$ cat config.mk
export PLATFORM = sky130hd
export DESIGN_NAME = fp32_fp16_converter_core
export DESIGN_NICKNAME = d
export VERILOG_FILES = /design/src/design/f2h_pkg.sv /design/src/design/fp32_fp16_converter_core.sv /design/src/design/f2h_narrow.sv /design/src/design/f2h_widen.sv
export SDC_FILE = /design/constraint.sdc
export NUM_CORES = 1
export LEC_CHECK = 0
export ABC_AREA = 1
export BUFFER_PORTS_ARGS = -buffer_cell sky130_fd_sc_hd__buf_4
export CAP_MARGIN = 5
export CORE_ASPECT_RATIO = 1.2
export CORE_MARGIN = 1.5
export CORE_UTILIZATION = 54
export DETAILED_ROUTE_END_ITERATION = 16
export HOLD_SLACK_MARGIN = 0.15
export PLACE_DENSITY = 0.8
export REMOVE_ABC_BUFFERS = 1
export SLEW_MARGIN = 20
export SYNTH_ARGS = -nofsm -noshare
export SYNTH_HDL_FRONTEND = slang
export SYNTH_SLANG_ARGS = --single-unit
$ cat constraint.sdc
create_clock -name clk -period 7.2 [get_ports clk]
set_clock_uncertainty 0.15 [all_clocks]
set_input_delay 0 -clock clk [delete_from_list [all_inputs] [get_ports clk]]
set_output_delay 0 -clock clk [all_outputs]
set_load 0.03 [all_outputs]
$ cat src/design/f2h_pkg.sv
`timescale 1ns / 1ps
package f2h_pkg;
	typedef enum logic {
		CMD_NARROW = 1'b0,
		CMD_WIDEN  = 1'b1
	} cmd_t;

	localparam logic [14:0] H_INF    = 15'h7c00;
	localparam int          F_BIAS   = 127;
	localparam int          H_BIAS   = 15;
	localparam logic [12:0] HALF_LSB = 13'h1000;
	localparam logic [7:0]  F_EMAX   = 8'hff;
	localparam logic [4:0]  H_EMAX   = 5'h1f;
	localparam int          SUB_BASE = 14;

	typedef struct packed {
		logic        cmd;
		logic [31:0] operand;
	} item_t;
endpackage

$ cat src/design/fp32_fp16_converter_core.sv
`timescale 1ns / 1ps
// The start transfer reaches the done strobe through the input and result registers.
// Throughput: one item per cycle; busy is tied low, the input and result
// registers form a two-stage pipeline with short logic between them.
// Reset: arst_n clears the valid flags asynchronously; payload registers hold.
// The receiver cannot stall; each result shows for one cycle with done.
module fp32_fp16_converter_core import f2h_pkg::*; (
	input  logic        clk,
	input  logic        arst_n,
	input  logic        start,
	output logic        busy,
	input  logic        cmd,
	input  logic [31:0] operand,
	output logic        done,
	output logic [31:0] converted
);
	item_t       in_s1;
	logic        vld_s1;
	logic [15:0] half_w;
	logic [31:0] word_w;
	logic [31:0] res_s2;
	logic        vld_s2;

	assign busy = 1'b0;

	// Capture each transfer; drop the valid flag when idle.
	always_ff @(posedge clk or negedge arst_n) begin
		if (!arst_n) begin
			vld_s1 <= 1'b0;
			vld_s2 <= 1'b0;
		end else begin
			vld_s1 <= start && !busy;
			vld_s2 <= vld_s1;
		end
	end

	always_ff @(posedge clk) begin
		if (start && !busy) begin
			in_s1.cmd     <= cmd;
			in_s1.operand <= operand;
		end
		res_s2 <= (cmd_t'(in_s1.cmd) == CMD_WIDEN) ? word_w : {16'd0, half_w};
	end

	f2h_narrow u_narrow (.raw(in_s1.operand), .half(half_w));
	f2h_widen  u_widen  (.half(in_s1.operand[15:0]), .word(word_w));

	assign done      = vld_s2;
	assign converted = res_s2;

`ifndef ASSERT_OFF
	a_lat: assert property (@(posedge clk) disable iff (!arst_n)
		start |-> ##2 done) else $error("result missing");
	a_none: assert property (@(posedge clk) disable iff (!arst_n)
		!$past(start, 2) |-> !done) else $error("spurious result");
	a_upper: assert property (@(posedge clk) disable iff (!arst_n)
		done && $past(in_s1.cmd) == CMD_NARROW |-> converted[31:16] == 16'd0)
		else $error("upper half not zero");
`endif
endmodule

$ cat src/design/f2h_narrow.sv
`timescale 1ns / 1ps
module f2h_narrow import f2h_pkg::*; (
	input  logic [31:0] raw,
	output logic [15:0] half
);
	logic        sign;
	logic [7:0]  fexp;
	logic [22:0] frac;
	logic [9:0]  pay;
	logic signed [9:0] hexp;
	logic [4:0]  sh;
	logic [23:0] mant;
	logic [23:0] kept;
	logic [23:0] rem;
	logic [23:0] hlf;
	logic [10:0] sub;
	logic [12:0] drop;
	logic        up;
	logic [15:0] norm;

	always_comb begin
		sign = raw[31];
		fexp = raw[30:23];
		frac = raw[22:0];
		pay  = frac[22:13];
		hexp = 10'(signed'({2'b00, fexp})) - 10'(F_BIAS - H_BIAS);
		mant = {1'b1, frac};
		sh   = 5'(10'(SUB_BASE) - hexp);
		kept = mant >> sh;
		rem  = mant & ((24'd1 << sh) - 24'd1);
		hlf  = 24'd1 << (sh - 5'd1);
		sub  = 11'(kept) + 11'((rem > hlf || (rem == hlf && kept[0])) ? 1 : 0);
		drop = frac[12:0];
		up   = drop > HALF_LSB || (drop == HALF_LSB && frac[13]);
		// carry from fraction rolls into exponent naturally
		norm = {1'b0, hexp[4:0], pay} + 16'(up);
		if (fexp == F_EMAX) begin
			half = {sign, H_INF | ((frac == 23'd0) ? 15'd0 :
				(pay == 10'd0 ? 15'd1 : {5'd0, pay}))};
		end else if (hexp >= 10'sd31) begin
			half = {sign, H_INF};
		end else if (hexp <= 10'sd0) begin
			half = (hexp < -10'sd10) ? {sign, 15'd0} : {sign, 4'd0, sub};
		end else if (norm[14:10] == H_EMAX) begin
			half = {sign, H_INF};
		end else begin
			half = {sign, norm[14:0]};
		end
	end
endmodule

$ cat src/design/f2h_widen.sv
`timescale 1ns / 1ps
module f2h_widen import f2h_pkg::*; (
	input  logic [15:0] half,
	output logic [31:0] word
);
	logic [4:0] hexp;
	logic [9:0] frac;
	logic [3:0] lz;
	logic [9:0] nf;

	always_comb begin
		hexp = half[14:10];
		frac = half[9:0];
		lz = 4'd0;
		// priority encode leading one
		for (int i = 0; i < 10; i++) begin
			if (frac[i]) lz = 4'(9 - i);
		end
		nf = 10'(frac << (lz + 4'd1));
		if (hexp == 5'd0) begin
			if (frac == 10'd0) word = {half[15], 31'd0};
			else word = {half[15], 8'(F_BIAS - SUB_BASE - 1) - 8'(lz), nf, 13'd0};
		end else if (hexp == H_EMAX) begin
			word = {half[15], F_EMAX, frac, 13'd0};
		end else begin
			word = {half[15], 8'(hexp) + 8'(F_BIAS - H_BIAS), frac, 13'd0};
		end
	end
endmodule
==> run summary, run 1 <==
Status: finished, final reports clean
Leak pwr: 3.55 nW
Main area contributors after synthesis: edfxtp_1 (16%), nand2_1 (15%), nand3_1 (12%)
Seq cells post-synth: 66
Die Y: 120 microns
Worst Setup Start Kind: flop
Post-route ant nets: 0
Yosys top cell by area: edfxtp_1
Total of max-cap violations: 0
Unique cell type count in the Yosys netlist: 48
Total vias in the final route: 6,902
N_diodes: 0
Post-route DRC: 0
Period minus WS final: 5.71 ns
Grt total ovfl: 0
Worst path bufs/invs: 6
Most common cell on crit path: inv_1
CTS Root Cell: clkbuf_16
Fin crit share: 0.794
WP data arrival: 5.78 ns
Max Fclk: 175 MHz
Cells after Synth: 973
Core area: 11,100 sq um
Total wire length: 19.2 mm
Row cnt: 42
Chip Width: 101 microns
Hold WS: 0.210 ns
Initial detailed-routing violation count: 894
P per Cell Area: 212 nW/um^2
Die area: 12,200 sq um
Largest delay share family, worst path: simple AND/OR/NAND/NOR gates
Final nets: 1,132
Pre-CTS WS: 1.65 ns
Area fraction of the dominant cell type after synthesis: 0.160
RSZ-0062 raised after global routing: no
CP max stage delay: 0.90 ns
Worst hold path class: reg -> reg
Initial Util: 0.557
Vias/cell: 5.69
GRT Total Usage: 0.326
Design area: 7410 sq um
Routability cong.: 0.977
Latest clock arrival within the worst-skew pair: 0.34 ns
Synth Flop Type: edfxtp_1
Clk buf depth: 2
Worst endpoint required time: 7.27 ns
Hold Fails Final Rpt: 0
Crit path capture type: flop
Final Total Pwr: 1.57 mW
Post-Syn Area per Cell: 6.38 sq um
Synthesized area: 6210 sq um
Final Worst Setup Slack: 1.49 ns
Pre-antenna DRT Iters: 9
Setup CP Type: reg -> reg
CTS buffer count: 9
EDFF count, synth: 33
Final setup vio count: 0
Boundary Pins: 70
Layout cells sized above 1: 0.125
Port buffer count: 68
Num Clock Sinks: 66
Placed Area: 6760 sq um
Largest net degree at the start of global routing: 35
Slew Limit Fails: 0
Largest vdd supply drop: 106 uV
Syn-to-layout area delta: 19.4%
# H-tree levels: 3
WL/cell: 15.9 microns
Hpwl dp: 13.9 mm
Post-CTS Repair Setup Buffers: 0
Setup TNS Final: 0 ns
Number of global-route vias before repair: 6,242
Post-synth ARST share: 0.0303
YS warnings: 0
Slowest cell on the critical path: ha_1
Clock slew seen by the registers of the worst setup and hold paths: 0.06 ns
First-pass GRT wire length: 31.0 mm
Initial antenna violation count: 0
Slew HR: 0.356
Max FO, Critical Path: 29
CTS tree: done
Actual slew at the worst max-slew pin: 0.958 ns
Sequential fraction of the synthesis area: 0.268
## kinds of logic (layout without fill, tap and decap cells)
family                     Yosys count  count (layout)  share of synthesized area
AOI/OAI and AO/OA                  126             126                      0.111
DFF                                 66              66                      0.268
other                                1               1                   0.000604
adders and majority gates           42              42                     0.0846
xor gates and xnor gates            18              18                     0.0254
buffers and inverters              146             232                     0.0957
and+or+nand+nor                    574             574                      0.415
## final timing paths
| path | from | endpoint | depth (start not counted) | slack (ns) |
|---|---|---|---|---|
| worst max-delay path | in_s1[23] | converted[10] | 25 | 1.49 |
| max in group asynchronous | arst_n | vld_s1 | 3 | 6.34 |
| worst min-delay path | vld_s1 | done | 0 | 0.21 |
| min in group asynchronous | arst_n | done | 3 | 0.42 |
| worst max register to register | in_s1[23] | converted[10] | 25 | 1.49 |
| worst min register to register | vld_s1 | done | 0 | 0.21 |
## sequential cells by signal (all words and copies together) (netlist names)
name and count:
vld_s1 1, in_s1 33, converted 31, done 1
## layer usage
metal | vias to the layer above | share of wire | track usage | wire (microns)
met1 | 3064 | 0.39 | 0.421 | 7600
met2 | 373 | 0.48 | 0.543 | 9290
met3 | 63 | 0.082 | 0.0393 | 1580
met5 | - | 0 | 0 | 0
met4 | 0 | 0.041 | 0.143 | 782
li1 | 3402 | - | - | -
## worst reg2reg max path: cells and delay by family, from the launching register on
family | cells | cell delay (ns)
AND/OR/NAND/NOR | 10 | 1.50
adder cells (fa/ha/maj) | 3 | 1.42
buffers and inverters | 6 | 1.15
AO/OA/AOI/OAI | 5 | 0.62
flip-flops | 1 | 0.43
XOR/XNOR | 1 | 0.32
## cell usage after synthesis (2+ instances only)
master    number
nand2_2       12
nor2_4         6
nand4_1       18
buf_4          4
a211oi_1       2
xor2_1        16
or2_2          3
a21oi_1       54
a31oi_1        2
o31ai_1        4
dfxtp_1       31
dfrtp_1        2
inv_1         96
buf_2         13
ha_1          42
inv_2         10
edfxtp_1      33
o221ai_1       2
nand3_1      149
o21ai_1        2
nor2_1       101
nand3_2        2
o21ai_0       47
nor4_1         5
clkbuf_1      18
nand2_1      246
nor3_1        20
o21a_1         5
nor2_2         6
xnor2_1        2
o22ai_1        3
## through the flow
step,cells,utilization
CTS,1213,0.665
detailed placement,1161,0.606
global placement,1161,0.606
floorplan,936,-
global route,1213,0.665
finish,1213,0.665
## timing repair
action | in CTS | in global routing
endpoints found under the hold margin | 69 | 0
hold buffers | 36 | 0
gates resized for setup | 0 | 0
## final cells by class
| type | count | area (sq um) |
|---|---|---|
| Inverter | 109 | 417 |
| Timing Repair Buffer | 107 | 893 |
| Sequential cell | 66 | 1660 |
| Fill cell | 1015 | 3730 |
| Tap cell | 154 | 193 |
| Clock buffer | 11 | 243 |
| Multi-Input combinational cell | 761 | 3950 |
| Clock inverter | 5 | 53.8 |
## placed cells by master, fill, tap and decap left out, types with 31 or more instances in the layout
cell,n
buf_4,71
nor2_1,101
edfxtp_1,33
nand3_1,149
inv_1,96
o21ai_0,47
ha_1,42
dfxtp_1,31
nand2_1,246
dlygate4sd3_1,36
a21oi_1,54
## power by group
group / leakage, nW / switching [mW] / internal (mW)
clock network: 0.146 / 0.175 / 0.277
registers: 0.604 / 0.0368 / 0.431
logic: 2.80 / 0.426 / 0.228
total: 3.55 / 0.637 / 0.936
Note: power is estimated with default switching activity, not from simulation.
==> run 2: changes to the inputs <==
==> constraint.sdc (replaced) <==
create_clock -name clk -period 5.6 [get_ports clk]
set_clock_uncertainty 0.15 [all_clocks]
set_input_delay 0 -clock clk [delete_from_list [all_inputs] [get_ports clk]]
set_output_delay 0 -clock clk [all_outputs]
set_load 0.03 [all_outputs]
==> run 2 against run 1 <==
Utilization grew 0.76 points. Global-route usage decreased by 0.052 points. Clock power rose by 26%. Routed wire length down 0.17%. Largest cell class unchanged.
==> run summary, run 2 (synthesis gave the netlist of run 1 again) <==
Status: finished, final reports clean
Hold WS: 0.206 ns (-0.00438 ns)
Worst Setup Start Kind: flop
Latest clock arrival within the worst-skew pair: 0.34 ns (about the same)
Initial Util: 0.557 (unchanged)
Most common cell after layout, fill and taps aside: nand2_1
Design area: 7500 sq um (+1.1%)
Largest vdd supply drop: 158 uV (+49%)
Dpl cells: 1,166 (+0.43%)
Initial antenna violation count: 0 (unchanged)
Combinational power share: 0.422 (+0.006)
Die Y: 120 microns (unchanged)
Setup CP Type: reg -> reg
Sw Share: 0.401 (-0.00451)
Leak pwr: 3.60 nW (+1.5%)
Number of global-route vias before repair: 6,496 (+4.1%)
Period minus WS final: 5.14 ns (-0.578 ns)
Row cnt: 42 (unchanged)
Actual slew at the worst max-slew pin: 0.910 ns (-0.0480 ns)
Slew HR: 0.389 (+0.0325)
CTS tree: done
Int Power: 1.21 mW (+30%)
Vias/cell: 5.67 (-0.42%)
N_diodes: 0 (unchanged)
Slew Limit Fails: 0 (unchanged)
Boundary Pins: 70 (unchanged)
Fin crit share: 0.917 (+0.124)
Hold Fails Final Rpt: 0 (unchanged)
Placed Area: 6790 sq um (+0.56%)
# H-tree levels: 3 (unchanged)
Routability cong.: 0.991 (+1.4%)
Post-route DRC: 0 (unchanged)
Clk buf depth: 2 (unchanged)
Worst endpoint required time: 5.72 ns (-1.55 ns)
Total wire length: 19.2 mm (-0.17%)
Max Fclk: 195 MHz (+11%)
Largest delay share family, worst path: simple AND/OR/NAND/NOR gates
Setup TNS Final: 0 ns (unchanged)
Top reg by flops: in_s1
CP max stage delay: 0.47 ns (-0.43 ns)
Core area: 11,100 sq um (unchanged)
Most frequent cells in the layout: nand2_1 (246), nand3_1 (149), nor2_1 (101)
Worst hold path class: reg -> reg
Clock slew seen by the registers of the worst setup and hold paths: 0.06 ns (about the same)
Largest net degree at the start of global routing: 35 (unchanged)
Initial detailed-routing violation count: 872 (-2.5%)
Final setup vio count: 0 (unchanged)
CTS buffer count: 9 (unchanged)
Die area: 12,200 sq um (unchanged)
WL/cell: 15.7 microns (-1.1%)
GRT Total Usage: 0.325 (-0.000519)
Slowest cell on the critical path: edfxtp_1
Layout cells sized above 1: 0.135 (+0.00993)
Most common cell on crit path: nand2_1
Total of max-cap violations: 0 (unchanged)
Grt total ovfl: 0 (unchanged)
Final non-filler cell total: 1,224 (+0.91%)
Fill count: 1,021 (+0.59%)
Total vias in the final route: 6,935 (+0.48%)
Chip Width: 101 microns (unchanged)
Clock power share: 0.281 (-0.006)
Num Clock Sinks: 66 (unchanged)
Switching Power: 0.810 mW (+27%)
Syn-to-layout area delta: 20.8%
First-pass GRT wire length: 31.1 mm (+0.34%)
Final nets: 1,143 (+0.97%)
WP data arrival: 5.25 ns (-0.53 ns)
Max FO, Critical Path: 26 (-10%)
P per Cell Area: 270 nW/um^2 (+27%)
Crit path capture type: flop
Max reg flops: 33 (unchanged)
CTS Root Cell: clkbuf_16
Seq pwr share: 0.297 (about the same)
Pre-antenna DRT Iters: 6 (-3)
Worst path bufs/invs: 4 (-2)
Hpwl dp: 14.1 mm (+0.87%)
Post-route ant nets: 0 (unchanged)
Port buffer count: 68 (unchanged)
[run 2: worst reg2reg max path, delay by kind of cell (launching register included)]
family	cells	cell delay (ns)
simple gates	25	2.78
fa+ha+maj	4	0.94
buf+inv	4	0.53
flops	1	0.47
compound gates	2	0.19
[run 2: final cells by class]
cell class / count / area, sq um / area share
clock inverters: 5 / 53.8 / 0.00718
well taps: 154 / 193 / 0.0257
inverters: 109 / 417 / 0.0556
repair buffers: 118 / 976 / 0.130
clock buffers: 11 / 243 / 0.0324
multi-input cells: 761 / 3960 / 0.527
flip-flops and latches: 66 / 1660 / 0.222
[run 2: power by group through the flow]
stage	Sequential, mW	Combinational, mW	Clock (mW)
finish	0.600	0.855	0.569
global route	0.604	0.956	0.594
CTS	0.599	0.832	0.573
detailed placement	0.608	0.807	0
global placement	0.608	0.801	0
floorplan	0.645	0.533	0
[run 2: metrics by stage]
step	utilization	power [mW]	setup WS, ns
2_1_floorplan	-	1.18	0.403
3_3_place_gp	0.610	1.41	0.698
3_5_place_dp	0.610	1.42	0.594
4_1_cts	0.669	2.00	0.549
5_1_grt	0.673	2.15	-0.0275
6_report	0.673	2.02	0.464
[run 2: layer usage]
metal  track usage  routed length [microns]  vias up
met3        0.0439                     1540       62
met4         0.172                      810        0
met5             0                        0        -
met1         0.409                     7600     3112
met2         0.538                     9260      345
li1              -                        -     3416
[run 2: worst paths after layout]
kind / start / end / cells after the start / slack (ns)
max: in_s1[24] / converted[7] / 35 / 0.46
min: vld_s1 / done / 0 / 0.21
max reg2reg: in_s1[24] / converted[7] / 35 / 0.46
min reg2reg: vld_s1 / done / 0 / 0.21
max in group asynchronous: arst_n / vld_s1 / 3 / 4.77
min in group asynchronous: arst_n / done / 3 / 0.41
[run 2: timing repair]
item                                    CTS  global route
endpoints found under the setup margin    0             6
setup buffers                             0             6
endpoints found under the hold margin    69             0
resized for setup                         0             1
hold buffers                             36             0
==> run 3: changes to the inputs <==
--- a/config.mk
+++ b/config.mk
@@ -18,4 +18,5 @@
 export SLEW_MARGIN = 20
 export SYNTH_ARGS = -nofsm -noshare
 export SYNTH_HDL_FRONTEND = slang
+export SYNTH_HIERARCHICAL = 1
 export SYNTH_SLANG_ARGS = --single-unit
==> run 3 against run 2 <==
Register-to-register slack worse by 0.05 ns. Area after synthesis up 13%. Clock power is 7.7% lower. Largest cell class unchanged. Largest power group unchanged.
==> run summary, run 3 <==
Critical path origin: in_s1[23]
Crit path capture type: flop
N_diodes: 0 (unchanged)
Total of max-cap violations: 0 (unchanged)
Max Fclk: 193 MHz (-0.93%)
Top cells by count, synth: nand2_1 (366), nand3_1 (146), inv_1 (114), nor2_1 (74), ha_1 (42)
Cells after Synth: 1,102 (+13%)
Core area: 12,700 sq um (+14%)
Unique cell type count in the Yosys netlist: 55 (+15%)
Final setup vio count: 0 (unchanged)
RSZ-0062 raised after global routing: no
Total wire length: 21.1 mm (+9.7%)
Clock slew seen by the registers of the worst setup and hold paths: 0.06 ns (about the same)
Slowest cell on the critical path: edfxtp_1
Seq cells post-synth: 67 (+1.5%)
Post-route ant nets: 0 (unchanged)
Syn-to-layout area delta: 16.9%
Most common cell on crit path: nand2_1
Initial antenna violation count: 0 (unchanged)
Row cnt: 45 (+7.1%)
Slew HR: 0.500 (+0.112)
Most frequent cells in the layout: nand2_1 (365), nand3_1 (146), inv_1 (114)
YS warnings: 6 (+6)
Die Y: 128 microns (+6.0%)
Setup CP Type: reg -> reg
GRT Total Usage: 0.317 (-0.00859)
WP data arrival: 5.27 ns (+0.02 ns)
Synthesized area: 6990 sq um (+13%)
CTS tree: done
Number of global-route vias before repair: 7,035 (+8.3%)
CP max stage delay: 0.42 ns (-0.05 ns)
Leak pwr: 4.24 nW (+18%)
Worst endpoint required time: 5.69 ns (-0.03 ns)
Pre-antenna DRT Iters: 6 (unchanged)
Worst Min Path Start: vld_s1
# H-tree levels: 3 (unchanged)
Status: finished, final reports clean
Initial Util: 0.552 (-0.00528)
Count leader, synth: nand2_1
Clk buf depth: 2 (unchanged)
Fin crit share: 0.926 (+0.00862)
Die area: 13,600 sq um (+12%)
Largest net degree at the start of global routing: 35 (unchanged)
Period minus WS final: 5.18 ns (+0.0483 ns)
Max reg flops: 33 (unchanged)
Setup TNS Final: 0 ns (unchanged)
Top reg by flops: in_s1
First-pass GRT wire length: 34.3 mm (+10%)
Vias/cell: 5.57 (-1.8%)
Post-route DRC: 0 (unchanged)
Chip Width: 107 microns (+5.9%)
EDFF count, synth: 33 (unchanged)
Worst r2r src: in_s1[23]
Synth Flop Type: edfxtp_1
Most common cell after layout, fill and taps aside: nand2_1
Slew Limit Fails: 0 (unchanged)
Grt total ovfl: 0 (unchanged)
Yosys top cell by area: nand2_1
Hpwl dp: 15.5 mm (+10%)
Sequential fraction of the synthesis area: 0.240 (-0.0272)
Post-Syn Area per Cell: 6.35 sq um (-0.55%)
Worst Setup Start Kind: flop
Actual slew at the worst max-slew pin: 0.749 ns (-0.162 ns)
Boundary Pins: 70 (unchanged)
Max FO, Critical Path: 31 (+19%)
CTS Root Cell: clkbuf_16
Final nets: 1,269 (+11%)
Main area contributors after synthesis: nand2_1 (20%), edfxtp_1 (14%), nand3_1 (10%)
WL/cell: 15.5 microns (-1.2%)
Layout cells sized above 1: 0.157 (+0.0226)
Initial detailed-routing violation count: 851 (-2.4%)
Port buffer count: 68 (unchanged)
Final Total Pwr: 2.09 mW (+3.4%)
Worst hold path class: reg -> reg
Num Clock Sinks: 67 (+1.5%)
Fill count: 1,132 (+11%)
Routability cong.: 1.02 (+3.0%)
Hold Fails Final Rpt: 0 (unchanged)
Largest vdd supply drop: 137 uV (-13%)
Area fraction of the dominant cell type after synthesis: 0.196 (+0.0368)
P per Cell Area: 256 nW/um^2 (-5.2%)
CTS buffer count: 9 (unchanged)
Post-synth ARST share: 0.0299 (-0.000452)
Total vias in the final route: 7,569 (+9.1%)
Latest clock arrival within the worst-skew pair: 0.34 ns (about the same)
[run 3: cell count changes after synthesis, sizes merged, moves of 4 or more]
cell | before | now
clkbuf | 18 | 9
buf | 19 | 43
inv | 108 | 131
nand2 | 259 | 394
nor2 | 113 | 93
o21a | 5 | 1
a21oi | 54 | 44
nor3 | 21 | 15
o21ai | 49 | 37
[run 3: area by class of cell]
type                       instances  area (sq um)  share of cell area
multi-input combinational        864          4530               0.554
sequential                        67          1680               0.206
clock buffer                      10           229              0.0280
tap                              164           205              0.0251
inverter                         131           509              0.0623
clock inverter                     6          41.3             0.00505
timing repair buffer             118           983               0.120
[run 3: cells by family after synthesis]
group                    Yosys count  synth area share
other                              2           0.00107
buffers and inverters            183             0.127
adder cells (fa/ha/maj)           42            0.0751
AND/OR/NAND/NOR                  682             0.441
AO/OA/AOI/OAI                    107            0.0879
flip-flops                        67             0.240
XOR/XNOR                          19            0.0276
[run 3: through the flow]
stage | utilization | instances | area [sq um] | setup WS [ns] | hold WS (ns)
floorplan | - | 1062 | 6650 | 0.611 | -0.446
global placement | 0.587 | 1303 | 7440 | 0.365 | -0.367
detailed placement | 0.587 | 1303 | 7440 | 0.212 | -0.365
CTS | 0.637 | 1355 | 8070 | 0.160 | 0.212
global route | 0.645 | 1360 | 8180 | 0.0222 | 0.219
finish | 0.645 | 1360 | 8180 | 0.416 | 0.198
[run 3: metal layers]
layer | part of all wire | wire [microns] | track usage
met5 | 0 | 0 | 0
met4 | 0.035 | 730 | 0.144
met3 | 0.074 | 1550 | 0.0539
met2 | 0.49 | 10300 | 0.533
met1 | 0.40 | 8480 | 0.396
[run 3: worst max-delay path: cells and delay by family (launching register included)]
family                   cells  cell delay, ns
AO/OA/AOI/OAI                2            0.31
adder cells (fa/ha/maj)      4            0.84
buffers and inverters        6            0.68
flip-flops                   1            0.42
AND/OR/NAND/NOR             25            2.66
[run 3: power breakdown]
part | leakage, nW | total, mW | switching, mW | internal (mW)
clock network | 0.133 | 0.525 | 0.224 | 0.301
logic | 3.49 | 0.950 | 0.619 | 0.331
registers | 0.614 | 0.617 | 0.0515 | 0.565
total | 4.24 | 2.09 | 0.895 | 1.20
[run 3: repair_timing]
action,CTS,global route
hold endpoints to repair,69,0
hold buffers,36,0
endpoints found under the setup margin,0,11
resized for setup,0,19
setup buffers,0,5
[run 3: final timing paths]
| kind | to | slack, ns | cells past startpoint |
|---|---|---|---|
| min in group asynchronous | done | 0.37 | 3 |
| max in group asynchronous | vld_s1 | 4.80 | 3 |
| worst max-delay path | converted[8] | 0.42 | 37 |
| worst min-delay path | done | 0.20 | 0 |
| worst min register to register | done | 0.20 | 0 |
| worst max register to register | converted[8] | 0.42 | 37 |
